`src/hdl/sdzm_pkg.sv`:
```
// ----------------------------------------------------------------------------
// sdzm_pkg
// Shared register indexes, reset values and widths of the radial deadzone map.
// ----------------------------------------------------------------------------
package sdzm_pkg;

  localparam int CFG_W   = 16;
  localparam int IDX_W   = 2;
  localparam int RAD_W   = 12;
  localparam int FRAC_W  = 16;
  localparam int AXIS_W  = 16;
  localparam int OUT_W   = 40;

  typedef logic [IDX_W-1:0] cfg_idx_t;

  localparam cfg_idx_t REG_STICK_RADIUS  = 2'd0;
  localparam cfg_idx_t REG_DEADZONE_FRAC = 2'd1;
  localparam cfg_idx_t REG_FULL_FRAC     = 2'd2;

  localparam logic [RAD_W-1:0]  RADIUS_RST   = 12'd128;
  localparam logic [FRAC_W-1:0] DEADZONE_RST = 16'd7864;
  localparam logic [FRAC_W-1:0] FULL_RST     = 16'd55706;

  localparam logic [AXIS_W-1:0] AXIS_MAX = 16'd32767;

endpackage

```
`src/hdl/sdzm_isqrt.sv`:
```
// ----------------------------------------------------------------------------
// sdzm_isqrt
// Pipelined integer square root, one root bit per register stage.
// ----------------------------------------------------------------------------
module sdzm_isqrt #(
  parameter int RW = 24,
  parameter int SW = 1
) (
  input  logic            clk,
  input  logic            rst,
  input  logic            en,
  input  logic            in_valid,
  input  logic [2*RW-1:0] radicand,
  input  logic [SW-1:0]   in_side,
  output logic            out_valid,
  output logic [RW-1:0]   root,
  output logic [SW-1:0]   out_side
);
  import sdzm_pkg::*;

  logic [2*RW-1:0] v_in    [RW];
  logic [RW+1:0]   rem_in  [RW];
  logic [RW-1:0]   root_in [RW];
  logic [SW-1:0]   side_in [RW];
  logic            vld_in  [RW];

  logic [2*RW-1:0] v_r    [RW];
  logic [RW+1:0]   rem_r  [RW];
  logic [RW-1:0]   root_r [RW];
  logic [SW-1:0]   side_r [RW];
  logic            vld_r  [RW];

  assign v_in[0]    = radicand;
  assign rem_in[0]  = '0;
  assign root_in[0] = '0;
  assign side_in[0] = in_side;
  assign vld_in[0]  = in_valid;

  for (genvar j = 0; j < RW; j++) begin : g_stage
    localparam int I = RW - 1 - j;
    logic [RW+1:0] t;
    logic [RW+1:0] trial;
    logic          ge;

    if (j > 0) begin : g_link
      assign v_in[j]    = v_r[j-1];
      assign rem_in[j]  = rem_r[j-1];
      assign root_in[j] = root_r[j-1];
      assign side_in[j] = side_r[j-1];
      assign vld_in[j]  = vld_r[j-1];
    end

    always_comb begin
      t     = {rem_in[j][RW-1:0], v_in[j][2*I+1 -: 2]};
      trial = {root_in[j], 2'b01};
      ge    = (t >= trial);
    end

    always_ff @(posedge clk) begin
      if (rst) begin
        vld_r[j] <= 1'b0;
      end else if (en) begin
        vld_r[j] <= vld_in[j];
      end
    end

    always_ff @(posedge clk) begin
      if (en) begin
        v_r[j]    <= v_in[j];
        rem_r[j]  <= ge ? (t - trial) : t;
        root_r[j] <= {root_in[j][RW-2:0], ge};
        side_r[j] <= side_in[j];
      end
    end
  end

  assign out_valid = vld_r[RW-1];
  assign root      = root_r[RW-1];
  assign out_side  = side_r[RW-1];

endmodule

```
`config.mk`:
```
export PLATFORM = sky130hd
export DESIGN_NAME = sdzm_isqrt
export DESIGN_NICKNAME = d
export VERILOG_FILES = /design/src/hdl/sdzm_pkg.sv /design/src/hdl/sdzm_isqrt.sv
export SDC_FILE = /design/constraint.sdc
export NUM_CORES = 2
export LEC_CHECK = 0
export ABC_AREA = 1
export BUFFER_PORTS_ARGS = -buffer_cell sky130_fd_sc_hd__buf_4
export CAP_MARGIN = 20
export CORE_MARGIN = 1.5
export CORE_UTILIZATION = 47
export CTS_BUF_LIST = sky130_fd_sc_hd__clkbuf_8 sky130_fd_sc_hd__clkbuf_16
export DETAILED_ROUTE_END_ITERATION = 16
export SKIP_LAST_GASP = 1
export SYNTH_ARGS = -nofsm -noshare
export SYNTH_HDL_FRONTEND = slang
export SYNTH_SLANG_ARGS = --single-unit
```
`constraint.sdc`:
```
create_clock -name clk -period 2.3 [get_ports clk]
set_input_delay 0.115 -clock clk [delete_from_list [all_inputs] [get_ports clk]]
set_output_delay 0.115 -clock clk [all_outputs]
set_load 0.02 [all_outputs]
```
* Word-level counts from Yosys, hierarchy flattened
Memories as Yosys holds them, arrays and structs flattened. Index checks and enable logic that the tools add are counted.
Storage, ports and cells: flip-flop bits (word level) 0, memory bits (writable) 2400, bits of input ports 53, output and inout bits 26, logic and storage cells 131, memories kept 5, latch bits 0, ROM bits 0
Memories:
- v_r | words 24, bits a word 48, rd ports 23, clocked after memory_dff 0, write ports 24, line sdzm_isqrt.sv:27 | logic [2*RW-1:0] v_r [RW];
- rem_r | words 24, bits a word 26, rd ports 23, clocked after memory_dff 0, write ports 24, line sdzm_isqrt.sv:28 | logic [RW+1:0] rem_r [RW];
- root_r | words 24, bits a word 24, rd ports 24, clocked after memory_dff 0, write ports 24, line sdzm_isqrt.sv:29 | logic [RW-1:0] root_r [RW];
- side_r | words 24, bits a word 1, rd ports 24, clocked after memory_dff 0, write ports 24, line sdzm_isqrt.sv:30 | logic [SW-1:0] side_r [RW];
- vld_r | words 24, bits a word 1, rd ports 24, clocked after memory_dff 0, write ports 24, line sdzm_isqrt.sv:31 | logic vld_r [RW];
Cells by class: bitwise operators 24, shift operators 0, reduce and logical (&&, ||, !) cells 0, add/sub/neg operators 24, order comparisons 24, equality and inequality tests 0, div/mod/pow operators 0, muxes and demuxes 54, multiply operators 0
Operators with widths (number):
- 2-to-1 mux 26 bit | 24
- greater-or-equal comparator 26 bit | 23
- subtractor 26 bit | 23
- 2-to-1 mux 1 bit | 30
- bitwise OR 1 bit | 24
- subtractor 2 x 1 -> 3 bit, second input constant | 1
- greater-or-equal comparator 2 x 1 -> 1 bit, second input constant | 1

* Depth between registers and ports, before layout
word-level depth 4, mapped depth 15, mapped depth without buffers 14

* Worst setup path before layout
OpenSTA, ideal clock, no wires.
kind flip-flop to flip-flop, start memory rem_r[0][53] (netlist bit), end memory rem_r[0][100] (netlist bit) (data pin), setup slack 0.263 ns, arrival 1.777 ns, cell stages (with the launch flop) 10, data required time 2.039 ns, period minus slack after synthesis 2.037 ns, cells stage by stage edfxtp_1 -> ha_1 -> a21oi_1 -> o21ai_1 -> nor2_1 -> nand2_1 -> nor2_1 -> buf_4 -> buf_4 -> a21oi_1
RTL lines (line):
- from (decl) | sdzm_isqrt.sv:28

==> impl_metrics.toml <==
[status]
status = "complete, no violations"

[route]
viasPerCell = 4.93
drc = 0
drt-total-wl_um = 194000
ant_nets = 0
drt_iter0_markers = 4561
vias = 57600
wl_per_cell_um = 16.6
first_pass_iters = 6

[clock_network]
root_buffer = "clkbuf_16"
numCtsBuffers = 156
clock-sinks = 1422
cts_max_path_buffers = 3
cts_tree = "yes"
clock_latency_ns = 0.82
clkTransAtPathRegs_ns = 0.06
htree_levels = 4

[timing]
min_period_ns = 2.25
rsz0062_at_grt = "true"
fmax_mhz = 445
setup_viol = 0
drv_slew = 0
fin_skew_ns = 0.0479
fin_crit_sh_pct = 97.8
tightest_slew_ns = 0.560
relSlewSlack_pct = 62.3
holdWs_ns = 0.0583
hold_viol = 0

[layout]
area_growth_pct = 21.1
diodes = 0
finalNonFillerCells = 11700
multi_input_area_sq_mm = 0.0288
final_common_cell = "nand2_1"
layout_common_cells = "2848 x nand2_1, 1467 x inv_1, 1422 x edfxtp_1, 670 x nor2_1, 640 x buf_4"
fill_cells = 14400
drive_gt1_share_pct = 13.8
nNetsFinal = 9773
regArea_sq_mm = 0.0427

[floorplan]
dieArea_sq_mm = 0.164
initial_core_util_pct = 47.3
die_w_um = 405
row_count = 147
core_sq_mm = 0.160
die_height_um = 405
ios = 79

[synth]
syn_nets = 8895
netlist_instances = 8517
synthArstFlopShare_pct = 0
yosys.cell_types.count = 48
seq_area_frac_synth_pct = 56.3
ys.flop_type = "edfxtp_1"
ys_warn_count = 0
avgSynthCellArea_sq_um = 8.90
synth_edf_count = 1422
synth_seq_cells = 1422
syn-cell-area_sq_mm = 0.0758

[worst_setup_path]
critical_path.endpoint_type = "flop"
cp.arrival_ns = 2.81
crit_required_ns = 2.86
crit_type = "reg2reg"
critPathLaunchType = "flop"
path_max_fanout = 11
reg2reg_depth = 12

[global_route]
grt_pass1_wl_um = 300000
antenna_found_initial = 2
overflow = 0
grt_pass1_vias = 55100
track_usage_pct = 23.4
grt_max_degree = 95

[placed_design]
place.port_buffers = 78
gp_congestion = 0.928
dp_hpwl_um = 148000
place_inst = 11200

[pwr]
totalPowerFinal_mw = 77.5
ir_drop_mv = 0.857
power.density_mw_per_mm2 = 844
p_leak_nw = 42.0

[worst_hold_path]
hold_depth = 2
hp-class = "in2reg"

[run]
maxCapViolCount = 0
logic make-up after synthesis:
| group | synth area share [%] |
|---|---|
| compound gates | 3.52 |
| buf+inv | 7.92 |
| flops | 56.3 |
| fa+ha+maj | 5.36 |
| simple gates | 24.4 |
| xor+xnor | 2.46 |
| other cells | 0.00495 |
where the power goes:
part / total [mW] / switching, mW / internal (mW) / leakage, nW
combinational: 18.5 / 11.2 / 7.39 / 25.7
clock: 24.9 / 10.7 / 14.2 / 2.62
sequential: 34.1 / 2.02 / 32.1 / 13.7
registers in the layout, indices dropped and copies added (netlist names):
register,flops
rem_r,522
root_r,300
side_r,24
v_r,552
vld_r,24
through the flow:
stage | instance area, sq um | utilization [%] | worst slack [ns] | TNS, ns
after floorplan | 75800 | - | 0.263 | 0
after global placement | 83100 | 51.8 | -0.144 | -3.01
after detailed placement | 83100 | 51.8 | -0.141 | -2.62
after CTS | 89400 | 55.7 | -0.0450 | -0.0450
after global routing | 91900 | 57.3 | -0.0686 | -1.19
final | 91900 | 57.3 | 0.0509 | 0
metal layers:
metal	routed length, um	up-vias	global-route usage (%)
li1	-	29300	-
met1	87400	26700	31.9
met2	91300	1281	38.7
met3	8810	327	3.02
met4	6270	0	7.86
met5	0	-	0
worst max-delay path: stages (launching register included):
cell and delay (ns):
edfxtp_1 0.46, inv_1 0.07, ha_1 0.31, nand2_2 0.12, inv_1 0.06, nand2_1 0.06
nand2_1 0.06, nand3b_1 0.19, nand2_1 0.11, inv_1 0.07, nor2_4 0.21, clkbuf_16 0.20
o21ai_0 0.08
area by class of cell:
type,count,area share (%)
Timing Repair Buffer,796,7.54
Inverter,1476,6.05
Multi-Input combinational cell,5543,31.3
Clock inverter,128,1.39
Tap cell,2160,2.94
Clock buffer,156,4.25
Sequential cell,1422,46.5
repair_timing:
action                                  in CTS  in global routing
resized for setup                           24                341
endpoints found under the setup margin      70                432
pin swaps                                    1                 43
buffers inserted                             8                 82
hold buffers                                92                  0
gates cloned                                 0                  8
hold endpoints to repair                   203                  0
worst paths after layout:
check / to / start / slack, ns
worst max-delay path: rem_r[2][135] / root_r[2][102] / 0.05
worst min-delay path: v_r[0][21] / radicand[21] / 0.06
worst max register to register: rem_r[2][135] / root_r[2][102] / 0.05
worst min register to register: v_r[2][58] / v_r[2][10] / 0.40
cell usage after synthesis, types with 4 or more instances:
master    instances  area [sq um]
nand2_2           9          56.3
inv_1          1464          5500
nor2_1          734          2760
nor3_1           53           265
o21bai_1         11          82.6
nand3_1         436          2180
ha_1            325          4070
nand2_1        2920         11000
and2_1            6          37.5
or2_0             4          25.0
nor2_2            9          56.3
inv_2            12          45.0
buf_4            20           150
buf_6             7          78.8
xor2_1          137          1200
and3_1            9          56.3
or2_2            21           131
xnor2_1          76           666
o21ai_1          32           160
edfxtp_1       1422         42700
nand4_1         159           995
buf_2            42           210
nor4_1           10          62.6
o21ai_0         143           716
a21oi_1         322          1610
clkbuf_1          5          18.8
nand3b_1         86           646
nand3_2           7          70.1
No activity file was read; power rests on OpenSTA's default activity.
