$ cat config.mk
export PLATFORM = sky130hd
export DESIGN_NAME = sdzm_div
export DESIGN_NICKNAME = d
export VERILOG_FILES = /design/src/hdl/sdzm_pkg.sv /design/src/hdl/sdzm_div.sv
export SDC_FILE = /design/constraint.sdc
export NUM_CORES = 1
export LEC_CHECK = 0
export BUFFER_PORTS_ARGS = -buffer_cell sky130_fd_sc_hd__buf_4
export CAP_MARGIN = 20
export CORE_UTILIZATION = 64
export DETAILED_ROUTE_END_ITERATION = 10
export GPL_TIMING_DRIVEN = 0
export PLACE_DENSITY_LB_ADDON = 0.25
export SYNTH_ARGS = -nofsm -noshare
export SYNTH_HDL_FRONTEND = slang
export SYNTH_SLANG_ARGS = --single-unit
$ cat constraint.sdc
create_clock -name clk -period 3.7 [get_ports clk]
set_clock_uncertainty 0.15 [all_clocks]
set_input_delay 0.555 -clock clk [delete_from_list [all_inputs] [get_ports clk]]
set_output_delay 0.555 -clock clk [all_outputs]
set_load 0.005 [all_outputs]
$ cat src/hdl/sdzm_pkg.sv
// ----------------------------------------------------------------------------
// sdzm_pkg
// Shared register indexes, reset values and widths of the radial deadzone map.
// ----------------------------------------------------------------------------
package sdzm_pkg;

  localparam int CFG_W   = 16;
  localparam int IDX_W   = 2;
  localparam int RAD_W   = 12;
  localparam int FRAC_W  = 16;
  localparam int AXIS_W  = 16;
  localparam int OUT_W   = 40;

  typedef logic [IDX_W-1:0] cfg_idx_t;

  localparam cfg_idx_t REG_STICK_RADIUS  = 2'd0;
  localparam cfg_idx_t REG_DEADZONE_FRAC = 2'd1;
  localparam cfg_idx_t REG_FULL_FRAC     = 2'd2;

  localparam logic [RAD_W-1:0]  RADIUS_RST   = 12'd128;
  localparam logic [FRAC_W-1:0] DEADZONE_RST = 16'd7864;
  localparam logic [FRAC_W-1:0] FULL_RST     = 16'd55706;

  localparam logic [AXIS_W-1:0] AXIS_MAX = 16'd32767;

endpackage

$ cat src/hdl/sdzm_div.sv
// ----------------------------------------------------------------------------
// sdzm_div
// Pipelined restoring divider, one quotient bit per register stage.
// ----------------------------------------------------------------------------
module sdzm_div #(
  parameter int NW = 32,
  parameter int DW = 16,
  parameter int QW = 16,
  parameter int SW = 1
) (
  input  logic          clk,
  input  logic          rst,
  input  logic          en,
  input  logic          in_valid,
  input  logic [NW-1:0] num,
  input  logic [DW-1:0] den,
  input  logic [SW-1:0] in_side,
  output logic          out_valid,
  output logic [QW-1:0] quot,
  output logic [SW-1:0] out_side
);
  import sdzm_pkg::*;

  localparam int W = (NW > DW + QW) ? NW : DW + QW;

  logic [W-1:0]  rem_in  [QW];
  logic [DW-1:0] den_in  [QW];
  logic [QW-1:0] q_in    [QW];
  logic [SW-1:0] side_in [QW];
  logic          vld_in  [QW];

  logic [W-1:0]  rem_r  [QW];
  logic [DW-1:0] den_r  [QW];
  logic [QW-1:0] q_r    [QW];
  logic [SW-1:0] side_r [QW];
  logic          vld_r  [QW];

  assign rem_in[0]  = W'(num);
  assign den_in[0]  = den;
  assign q_in[0]    = '0;
  assign side_in[0] = in_side;
  assign vld_in[0]  = in_valid;

  for (genvar j = 0; j < QW; j++) begin : g_stage
    localparam int K = QW - 1 - j;
    logic [W-1:0] sh;
    logic         ge;

    if (j > 0) begin : g_link
      assign rem_in[j]  = rem_r[j-1];
      assign den_in[j]  = den_r[j-1];
      assign q_in[j]    = q_r[j-1];
      assign side_in[j] = side_r[j-1];
      assign vld_in[j]  = vld_r[j-1];
    end

    always_comb begin
      sh = W'(den_in[j]) << K;
      ge = (rem_in[j] >= sh);
    end

    always_ff @(posedge clk) begin
      if (rst) begin
        vld_r[j] <= 1'b0;
      end else if (en) begin
        vld_r[j] <= vld_in[j];
      end
    end

    always_ff @(posedge clk) begin
      if (en) begin
        rem_r[j]  <= ge ? (rem_in[j] - sh) : rem_in[j];
        den_r[j]  <= den_in[j];
        q_r[j]    <= q_in[j] | (QW'(ge) << K);
        side_r[j] <= side_in[j];
      end
    end
  end

  assign out_valid = vld_r[QW-1];
  assign quot      = q_r[QW-1];
  assign out_side  = side_r[QW-1];

endmodule

======== Yosys cells after proc, flatten, opt, wreduce, memory -nomap -nowiden ========
Memory sizes are Yosys's and may differ from the RTL's.
Cells that the tools add are included.
storage, ports and cells
  memories ................................ 5
  memory bits (writable) .................. 1,056
  output and inout port bits .............. 18
  word-level logic and storage cells ...... 106
  input bits .............................. 53
  latch bits .............................. 0
  ROM bits ................................ 0
  register bits after elaboration ......... 0
operators by class
  magnitude comparators ................... 16
  div/mod/pow operators ................... 0
  equal/unequal tests ..................... 0
  bitwise gates (word level) .............. 31
  multiply operators ...................... 0
  muxes and demuxes ....................... 38
  shift-type cells ........................ 0
  add/sub/neg operators ................... 16
  reductions and logical operators ........ 0
memory list
  name    depth  width  rd ports  clocked after memory_dff  write ports  RTL line        RTL
  rem_r   16     32     15        0                         16           sdzm_div.sv:32  logic [W-1:0] rem_r [QW];
  den_r   16     16     15        0                         16           sdzm_div.sv:33  logic [DW-1:0] den_r [QW];
  q_r     16     16     16        0                         16           sdzm_div.sv:34  logic [QW-1:0] q_r [QW];
  side_r  16     1      16        0                         16           sdzm_div.sv:35  logic [SW-1:0] side_r [QW];
  vld_r   16     1      16        0                         16           sdzm_div.sv:36  logic vld_r [QW];
operators by type and width
  operator          number
  $mux 32           16
  $ge 32x16->1      1
  $ge 32x17->1      1
  $ge 32x18->1      1
  $ge 32x19->1      1
  $ge 32x20->1      1
  $ge 32x21->1      1
  $ge 32x22->1      1
  $ge 32x23->1      1
  $ge 32x24->1      1
  $ge 32x25->1      1
  $ge 32x26->1      1
  $ge 32x27->1      1
  $ge 32x28->1      1
  $ge 32x29->1      1
  $ge 32x30->1      1
  $ge 32x31->1      1
  $sub 32x16->32    1
  $sub 32x17->32    1
  $sub 32x18->32    1
  $sub 32x19->32    1
  $sub 32x20->32    1
  $sub 32x21->32    1
  $sub 32x22->32    1
  26 further kinds  62

======== Longest topological paths before layout ========
Gate-level depths: netlist of the first run.
  word-level depth ........................ 4
  gate-level depth with buffers ........... 14
  depth with buffers taken out ............ 13

======== Worst setup path before layout of the first run ========
Ideal clock, no wire load.
  path type ............................... register to register
  from .................................... mem rem_r[9][5] (netlist bit)
  to ...................................... mem rem_r[10][27] (netlist bit), data pin
  clock period less this slack ............ 3,359 ps
  library setup time ...................... 258 ps
  arrival time ............................ 2,951 ps
  data required time ...................... 3,292 ps
  stages on the path, launching flop included .. 15
  path buffers ............................ 1
  slack ................................... 341 ps
  cell sequence ........................... edfxtp_1 inv_1 ha_1 inv_1 fa_1 a21o_1 a31o_2 o311a_1 o31ai_1 a31oi_1 nand3_1 and4b_1 clkbuf_1 nand4b_1 xnor2_1
RTL lines
  item                RTL line
  start: declaration  sdzm_div.sv:32

==> impl_summary.txt, run 1 <==
----------------------------------------------------
[Clock network]
  Clock slew seen by the registers of the worst setup and hold paths ... 0.06 ns
  Clock buffer count from CTS ... 90
  Clock latency of the later-clocked register in the worst-skew pair ... 0.66 ns
  Number of levels in the clock H-tree ... 3
  TritonCTS clock tree ... done
  Clk sinks ... 888
  Longest Clk Path Bufs ... 3
  CTS root buf ... sky130_fd_sc_hd__clkbuf_16

[Worst hold path]
  Hold Path Origin ... num[31]
  Number of cells on the worst hold path ... 2
  Hold WC Path Type ... in2reg

[Synth]
  Most frequent cells after synthesis ... sky130_fd_sc_hd__edfxtp_1, sky130_fd_sc_hd__inv_1, sky130_fd_sc_hd__nor2_1
  Most frequently used flop master after synthesis ... sky130_fd_sc_hd__edfxtp_1
  Adder-cell area share of the yosys netlist ... 0.07838
  Synth Area in Simple Gates ... 0.1114
  Post-synthesis sequential area ratio ... 0.5966
  Number of enable flip-flop cells after synthesis ... 888
  Post-synthesis average cell area ... 12.16 um2
  Total nets after synthesis ... 4,000
  Number of distinct standard cells referenced by the synthesized netlist ... 85
  Synth Instances ... 3,676
  Area fraction of the dominant cell type after synthesis ... 0.5966
  Netlist Area Pre-Place ... 44,700 um2
  Xor-xnor portion of the synthesized cell area ... 0.05741
  Yosys warnings ... 0
  Ranking of synthesized cells by area ... sky130_fd_sc_hd__edfxtp_1, sky130_fd_sc_hd__ha_1, sky130_fd_sc_hd__xnor2_1
  Flip-flop and latch count after synthesis ... 888
  Most frequently used cell type in the post-synthesis netlist ... sky130_fd_sc_hd__edfxtp_1
  Library cell with the largest summed area after synthesis ... sky130_fd_sc_hd__edfxtp_1
  Multiplexer area fraction after synthesis ... 0.01324
  Compound-cell area share of the yosys netlist ... 0.1085
  Asr flop ratio synth ... 0
  Combinational family with the most area after synthesis ... simple AND/OR/NAND/NOR gates

[Timing]
  Crit path setup slack, layout ... 0.04043 ns
  Final setup violating endpoints ... 0
  Time the worst path needs with I/O delays and setup ... 3.660 ns
  Highest attainable clock frequency ... 273.3 MHz
  Final Hold Fails ... 0
  Max transition margin ... 0.4165
  Setup Total Neg Slack ... 0 ns
  Pins over their slew limit ... 0
  Final cycle utilization of the critical path ... 0.9891
  Actual slew at the worst max-slew pin ... 0.8532 ns

[Floorplan]
  DIE AREA ... 70,900 um2
  Boundary Pins ... 71
  Overall die width ... 266.3 um
  Number of rows created at floorplan ... 96
  Core area ... 68,830 um2
  Chip Height ... 266.3 um
  Starting Density ... 0.6494

[Global route]
  Global router's overall resource usage ... 0.2607
  Global-route wire length before repair ... 145,000 um
  Number of antenna violations at the first check in global routing ... 0
  Pin count of the biggest net entering global routing ... 137
  Number of global-route vias before repair ... 30,050
  Total congestion overflow ... 0

[Worst setup path]
  CP Capture Point ... rem_r[11][23]
  Worst setup path startpoint ... rem_r[10][4]
  Endpoint type of the worst setup path ... flop
  Critical path type ... reg2reg
  Critical path fanouts, max ... 10
  Worst reg2reg setup slack ... 0.04 ns
  Depth of the most critical reg-to-reg path ... 12
  Crit path DAT ... 3.91 ns
  Startpoint types ... flop
  End of the worst register-to-register path ... rem_r[11][23]
  Launch instance of the worst register-to-register path ... rem_r[10][4]
  CP required ... 3.95 ns

[Final layout]
  Fraction of final layout cells with drive strength greater than 1 ... 0.09456
  Layout Cells excl Fill ... 4,886
  Total inserted antenna cells ... 0
  Area growth from synthesis to final layout ... 12.57%
  Final #Nets ... 4,209

[Outcome]
  Outcome ... finished, final reports clean

[Pwr]
  Switch share ... 0.3261
  Net switching power ... 0.01179 W
  Max VDD drop ... 549.1 uV
  Sequential cell fraction of total power ... 0.415
  Pwr per Cell Area ... 718.7 nW/um2
  PnR Total Power ... 0.03616 W
  LEAKAGE ... 19.55 nW
  Part of the total power dissipated in the clock network ... 0.259
  Logic gate share of total power ... 0.326
  P_int ... 0.02437 W

[Drt]
  Initial DRC Count ... 1,455
  Drt drc ... 0
  Final WL ... 91,480 um
  Antenna viol nets, final ... 0
  Average detailed-routed wire length per instance ... 18.72 um
  Total via count in the routed design ... 28,630
  First drt pass iteration count ... 7
  Via-per-instance ratio ... 5.860

[Run]
  Number of maximum-capacitance constraint violations ... 0

[Placed design]
  Worst slack after detailed placement ... -0.6292 ns
  RD Place Congestion ... 0.9179
  Half-perimeter wire length of the detailed placement result ... 65,230 um
  Number of buffers added on ports ... 70
  Placed cell count ... 4,688

----------------------------------------------------
==> layout by cell type, fill, tap and decap left out, types with 17 or more instances in the layout <==
cell type	n
sky130_fd_sc_hd__a211oi_1	24
sky130_fd_sc_hd__a21o_1	93
sky130_fd_sc_hd__a21oi_1	272
sky130_fd_sc_hd__a31oi_1	32
sky130_fd_sc_hd__and2_1	22
sky130_fd_sc_hd__buf_4	79
sky130_fd_sc_hd__clkbuf_1	40
sky130_fd_sc_hd__clkbuf_16	90
sky130_fd_sc_hd__clkbuf_2	17
sky130_fd_sc_hd__dlygate4sd3_1	33
sky130_fd_sc_hd__edfxtp_1	888
sky130_fd_sc_hd__ha_1	256
sky130_fd_sc_hd__inv_1	341
sky130_fd_sc_hd__mux2_2	49
sky130_fd_sc_hd__nand2_1	206
sky130_fd_sc_hd__nand2b_1	57
sky130_fd_sc_hd__nand3_1	61
sky130_fd_sc_hd__nand4_1	43
sky130_fd_sc_hd__nor2_1	297
sky130_fd_sc_hd__nor2b_1	42
sky130_fd_sc_hd__nor3_1	80
sky130_fd_sc_hd__nor4_1	41
sky130_fd_sc_hd__o21a_1	26
sky130_fd_sc_hd__o21ai_0	149
sky130_fd_sc_hd__o21bai_1	19
sky130_fd_sc_hd__o31ai_1	19
sky130_fd_sc_hd__or2_2	19
sky130_fd_sc_hd__or3_1	35
sky130_fd_sc_hd__xnor2_1	173
sky130_fd_sc_hd__xor2_1	120
==> layer usage <==
metal	vias to the layer above	GRT usage	wire, um
met4	0	0.1546	5161
met5	-	0	0
met3	283	0.03170	2603
met2	682	0.5505	53930
li1	13960	-	-
met1	13700	0.2239	29790
==> flip-flops by register name, summed over array words and instances (netlist names) <==
name and flops:
rem_r 480, den_r 240, q_r 136, side_r 16, vld_r 16
==> kinds of logic after synthesis <==
group | count (synthesis)
simple gates | 996
flops | 888
compound gates | 770
buf+inv | 405
xor+xnor | 293
fa+ha+maj | 271
mux | 53
==> worst min path at each step <==
stage                     slack (ns)           end
after floorplan                 0.25    q_r[0][31]
final                           0.06  rem_r[0][31]
after global placement          0.25    q_r[7][14]
after global routing            0.04  rem_r[0][31]
after CTS                       0.03  rem_r[0][31]
after detailed placement        0.25    q_r[4][13]
==> critical path, cell delays in order, from the launching register on <==
cell and delay (ns):
sky130_fd_sc_hd__edfxtp_1 0.35, sky130_fd_sc_hd__inv_1 0.06, sky130_fd_sc_hd__ha_1 0.22, sky130_fd_sc_hd__fa_1 0.41, sky130_fd_sc_hd__nor2b_1 0.11, sky130_fd_sc_hd__o21ai_0 0.12, sky130_fd_sc_hd__a21boi_1 0.33, sky130_fd_sc_hd__o221ai_1 0.27
sky130_fd_sc_hd__a21oi_2 0.33, sky130_fd_sc_hd__or2_2 0.33, sky130_fd_sc_hd__buf_2 0.34, sky130_fd_sc_hd__nand4_1 0.18, sky130_fd_sc_hd__xnor2_1 0.18
==> timing repair <==
item,CTS,global route
hold buffers,33,0
setup endpoints to repair,181,145
pin swaps,2,4
resized for setup,38,48
buffers inserted,3,4
endpoints found under the hold margin,33,0
cloned,0,0
==> final cells by class <==
| class | instances | area (um2) |
|---|---|---|
| Inverter | 342 | 1286 |
| Timing Repair Buffer | 121 | 1131 |
| Multi-Input combinational cell | 2383 | 16710 |
| Tap cell | 931 | 1165 |
| Sequential cell | 888 | 26670 |
| Clock buffer | 105 | 2308 |
| Fill cell | 4462 | 18510 |
| Clock inverter | 57 | 773.2 |
| Buffer | 59 | 279.0 |
==> per-stage QoR <==
step,utilization,hold WS [ns],instance area (um2)
after floorplan,-,0.2503,44700
after global placement,0.6740,0.2503,46390
after detailed placement,0.6772,0.2545,46610
after CTS,0.7287,0.02700,50150
after global routing,0.7311,0.03906,50320
final,0.7311,0.06200,50320
==> power groups by stage <==
stage | registers (W) | clock network (W) | logic [W]
detailed placement | 0.0151 | 0 | 0.0114
global route | 0.0152 | 0.00990 | 0.0131
floorplan | 0.0148 | 0 | 0.00878
finish | 0.0150 | 0.00936 | 0.0118
global placement | 0.0152 | 0 | 0.0111
CTS | 0.0150 | 0.00950 | 0.0116
Power figures use the tool's default switching activity.
==> inputs of run 2 (changes only) <==
Clock period 3.7 ns to 4.2 ns, I/O delays scaled along.
==> run 2 against run 1 <==
Against the previous run:
- global-route usage fell by 0.088 points
- critical path type unchanged
- maximum frequency shrank 9.9%
- clock power decreased by 12%
- cell count fell by 0.14%
- non-clock buffer count shrank 7
- die area stayed put
- highest routed layer unchanged
==> impl_summary.txt, run 2 (synthesis gave the netlist of run 1 again) <==
----------------------------------------------------
[Outcome]
  Outcome ... finished, final reports clean (unchanged)

[Timing]
  Final cycle utilization of the critical path ... 0.9674 (was 0.9891)
  Max transition margin ... 0.3153 (was 0.4165)
  Final Hold Fails ... 0 (unchanged)
  Time the worst path needs with I/O delays and setup ... 4.063 ns (was 3.660 ns)
  Pins over their slew limit ... 0 (unchanged)
  Final setup violating endpoints ... 0 (unchanged)
  Unrepaired setup endpoints after global routing ... false
  Actual slew at the worst max-slew pin ... 1.020 ns (was 0.8532 ns)
  Highest attainable clock frequency ... 246.1 MHz (was 273.3 MHz)

[Drt]
  Initial DRC Count ... 1,394 (was 1,455)
  Total via count in the routed design ... 28,630 (about the same)
  Average detailed-routed wire length per instance ... 18.66 um (was 18.72 um)
  Via-per-instance ratio ... 5.868 (was 5.860)
  Final WL ... 91,040 um (was 91,480 um)
  Antenna viol nets, final ... 0 (unchanged)
  First drt pass iteration count ... 5 (was 7)
  Drt drc ... 0 (unchanged)

[Final layout]
  Largest regs ... rem_r (480), den_r (240), q_r (136) (unchanged)
  Area growth from synthesis to final layout ... 11.89% (was 12.57%)
  Number of flip-flops under the largest register name ... 480 (unchanged)
  Total inserted antenna cells ... 0 (unchanged)
  Final #Nets ... 4,202 (was 4,209)
  Fraction of final layout cells with drive strength greater than 1 ... 0.08156 (was 0.09456)
  Layout Cells excl Fill ... 4,879 (was 4,886)
  Leading cell types in the layout, fill and taps excluded ... sky130_fd_sc_hd__edfxtp_1, sky130_fd_sc_hd__inv_1, sky130_fd_sc_hd__nor2_1 (unchanged)
  Most common library cell in the layout ignoring fill and taps ... sky130_fd_sc_hd__edfxtp_1 (unchanged)
  Register with the most flip-flops ... rem_r (unchanged)
  Cell area after layout ... 50,010 um2 (was 50,320 um2)

[Pwr]
  LEAKAGE ... 19.44 nW (was 19.55 nW)
  Max VDD drop ... 474.3 uV (was 549.1 uV)
  Pwr per Cell Area ... 633.4 nW/um2 (was 718.7 nW/um2)

[Global route]
  Pin count of the biggest net entering global routing ... 137 (unchanged)
  Number of global-route vias before repair ... 29,930 (was 30,050)
  Number of antenna violations at the first check in global routing ... 0 (unchanged)
  Total congestion overflow ... 0 (unchanged)
  Global-route wire length before repair ... 144,300 um (was 145,000 um)
  Global router's overall resource usage ... 0.2599 (was 0.2607)

[Clock network]
  Number of levels in the clock H-tree ... 3 (unchanged)
  CTS root buf ... sky130_fd_sc_hd__clkbuf_16 (unchanged)
  Clock buffer count from CTS ... 90 (unchanged)
  Clock latency of the later-clocked register in the worst-skew pair ... 0.66 ns (about the same)
  TritonCTS clock tree ... done (unchanged)
  Count of buffers added by post-CTS timing repair for setup ... 0 (was 3)
  Clock slew seen by the registers of the worst setup and hold paths ... 0.07 ns (was 0.06 ns)
  Longest Clk Path Bufs ... 3 (unchanged)
  Clk sinks ... 888 (unchanged)

[Floorplan]
  Chip Height ... 266.3 um (unchanged)
  Number of rows created at floorplan ... 96 (unchanged)
  Boundary Pins ... 71 (unchanged)
  Overall die width ... 266.3 um (unchanged)
  Core area ... 68,830 um2 (unchanged)
  DIE AREA ... 70,900 um2 (unchanged)
  Starting Density ... 0.6494 (unchanged)

[Worst setup path]
  Crit path DAT ... 4.30 ns (was 3.91 ns)
  Endpoint type of the worst setup path ... flop (unchanged)
  Startpoint types ... flop (unchanged)
  Critical path type ... reg2reg (unchanged)
  Critical path fanouts, max ... 10 (unchanged)
  CP required ... 4.43 ns (was 3.95 ns)

[Worst hold path]
  Hold WC Path Type ... in2reg (unchanged)

[Placed design]
  Placed cell count ... 4,688 (unchanged)
  Number of buffers added on ports ... 70 (unchanged)
  Cell area after placement ... 46,610 um2 (unchanged)
  Half-perimeter wire length of the detailed placement result ... 65,230 um (unchanged)
  RD Place Congestion ... 0.9179 (unchanged)

[Run]
  Number of maximum-capacitance constraint violations ... 0 (unchanged)

----------------------------------------------------
## run 2: cell types whose count changed in the layout (fill, tap and decap cells not counted), moves of 4 or more
cell                       change
sky130_fd_sc_hd__buf_4         -9
sky130_fd_sc_hd__clkbuf_1     +17
sky130_fd_sc_hd__clkbuf_2     -10
sky130_fd_sc_hd__o21ai_0       +4
## run 2: timing repair
item | in CTS | in global routing
hold buffers | 30 | 0
gates resized for setup | 5 | 8
endpoints found under the setup margin | 26 | 30
endpoints found under the hold margin | 30 | 0
## run 2: cell type report
type	instances	area, um2
flip-flops and latches	888	26670
plain buffers	62	261.5
inverters	342	1286
fillers	4497	18820
clock buffers	105	2308
clock inverters	57	773.2
multi-input cells	2383	16500
well taps	931	1165
repair buffers	111	1049
## run 2: final timing paths
check	from	to	slack (ns)	depth (start not counted)
worst min-delay path	den[1]	den_r[0][1]	0.04	1
worst min register to register	q_r[6][3]	q_r[6][19]	0.26	0
worst max-delay path	rem_r[3][19]	q_r[2][11]	0.14	8
worst max register to register	rem_r[3][19]	q_r[2][11]	0.14	8
## run 2: worst max-delay path: stages (launching register included)
cell and delay [ns]:
sky130_fd_sc_hd__edfxtp_1 0.41, sky130_fd_sc_hd__ha_1 0.35, sky130_fd_sc_hd__a21oi_1 0.31, sky130_fd_sc_hd__o21ai_0 0.41, sky130_fd_sc_hd__a31oi_1 0.40, sky130_fd_sc_hd__a21oi_1 0.22
sky130_fd_sc_hd__o21ai_1 0.72, sky130_fd_sc_hd__clkbuf_1 0.66, sky130_fd_sc_hd__inv_1 0.17
## run 2: metal layers
layer | share of wire | vias to the layer above | wire length [um] | GRT usage
li1 | - | 13950 | - | -
met1 | 0.33 | 13740 | 29620 | 0.2221
met2 | 0.59 | 670 | 53930 | 0.5498
met3 | 0.028 | 280 | 2521 | 0.03115
met4 | 0.055 | 0 | 4970 | 0.1547
met5 | 0 | - | 0 | 0
## run 2: report_power, final
part           leakage [nW]  internal [W]  total, W  switching [W]
logic                  9.39       0.00441    0.0102        0.00581
clock network          1.48       0.00479   0.00825        0.00346
registers              8.57        0.0122    0.0132        0.00102
## run 2: metrics by stage
step            TNS, ns  total power [W]  hold WS, ns  setup slack, ns    util
2_1_floorplan         0          0.02077       0.2503           0.8414       -
5_1_grt               0          0.03345      0.01562         0.003916  0.7266
3_5_place_dp    -0.3721          0.02337       0.2545          -0.1292  0.6772
3_3_place_gp   -4274.19          0.02317       0.2503           -5.403  0.6740
4_1_cts               0          0.03172     0.006532          0.01935  0.7265
6_report              0          0.03168      0.03573           0.1371  0.7266
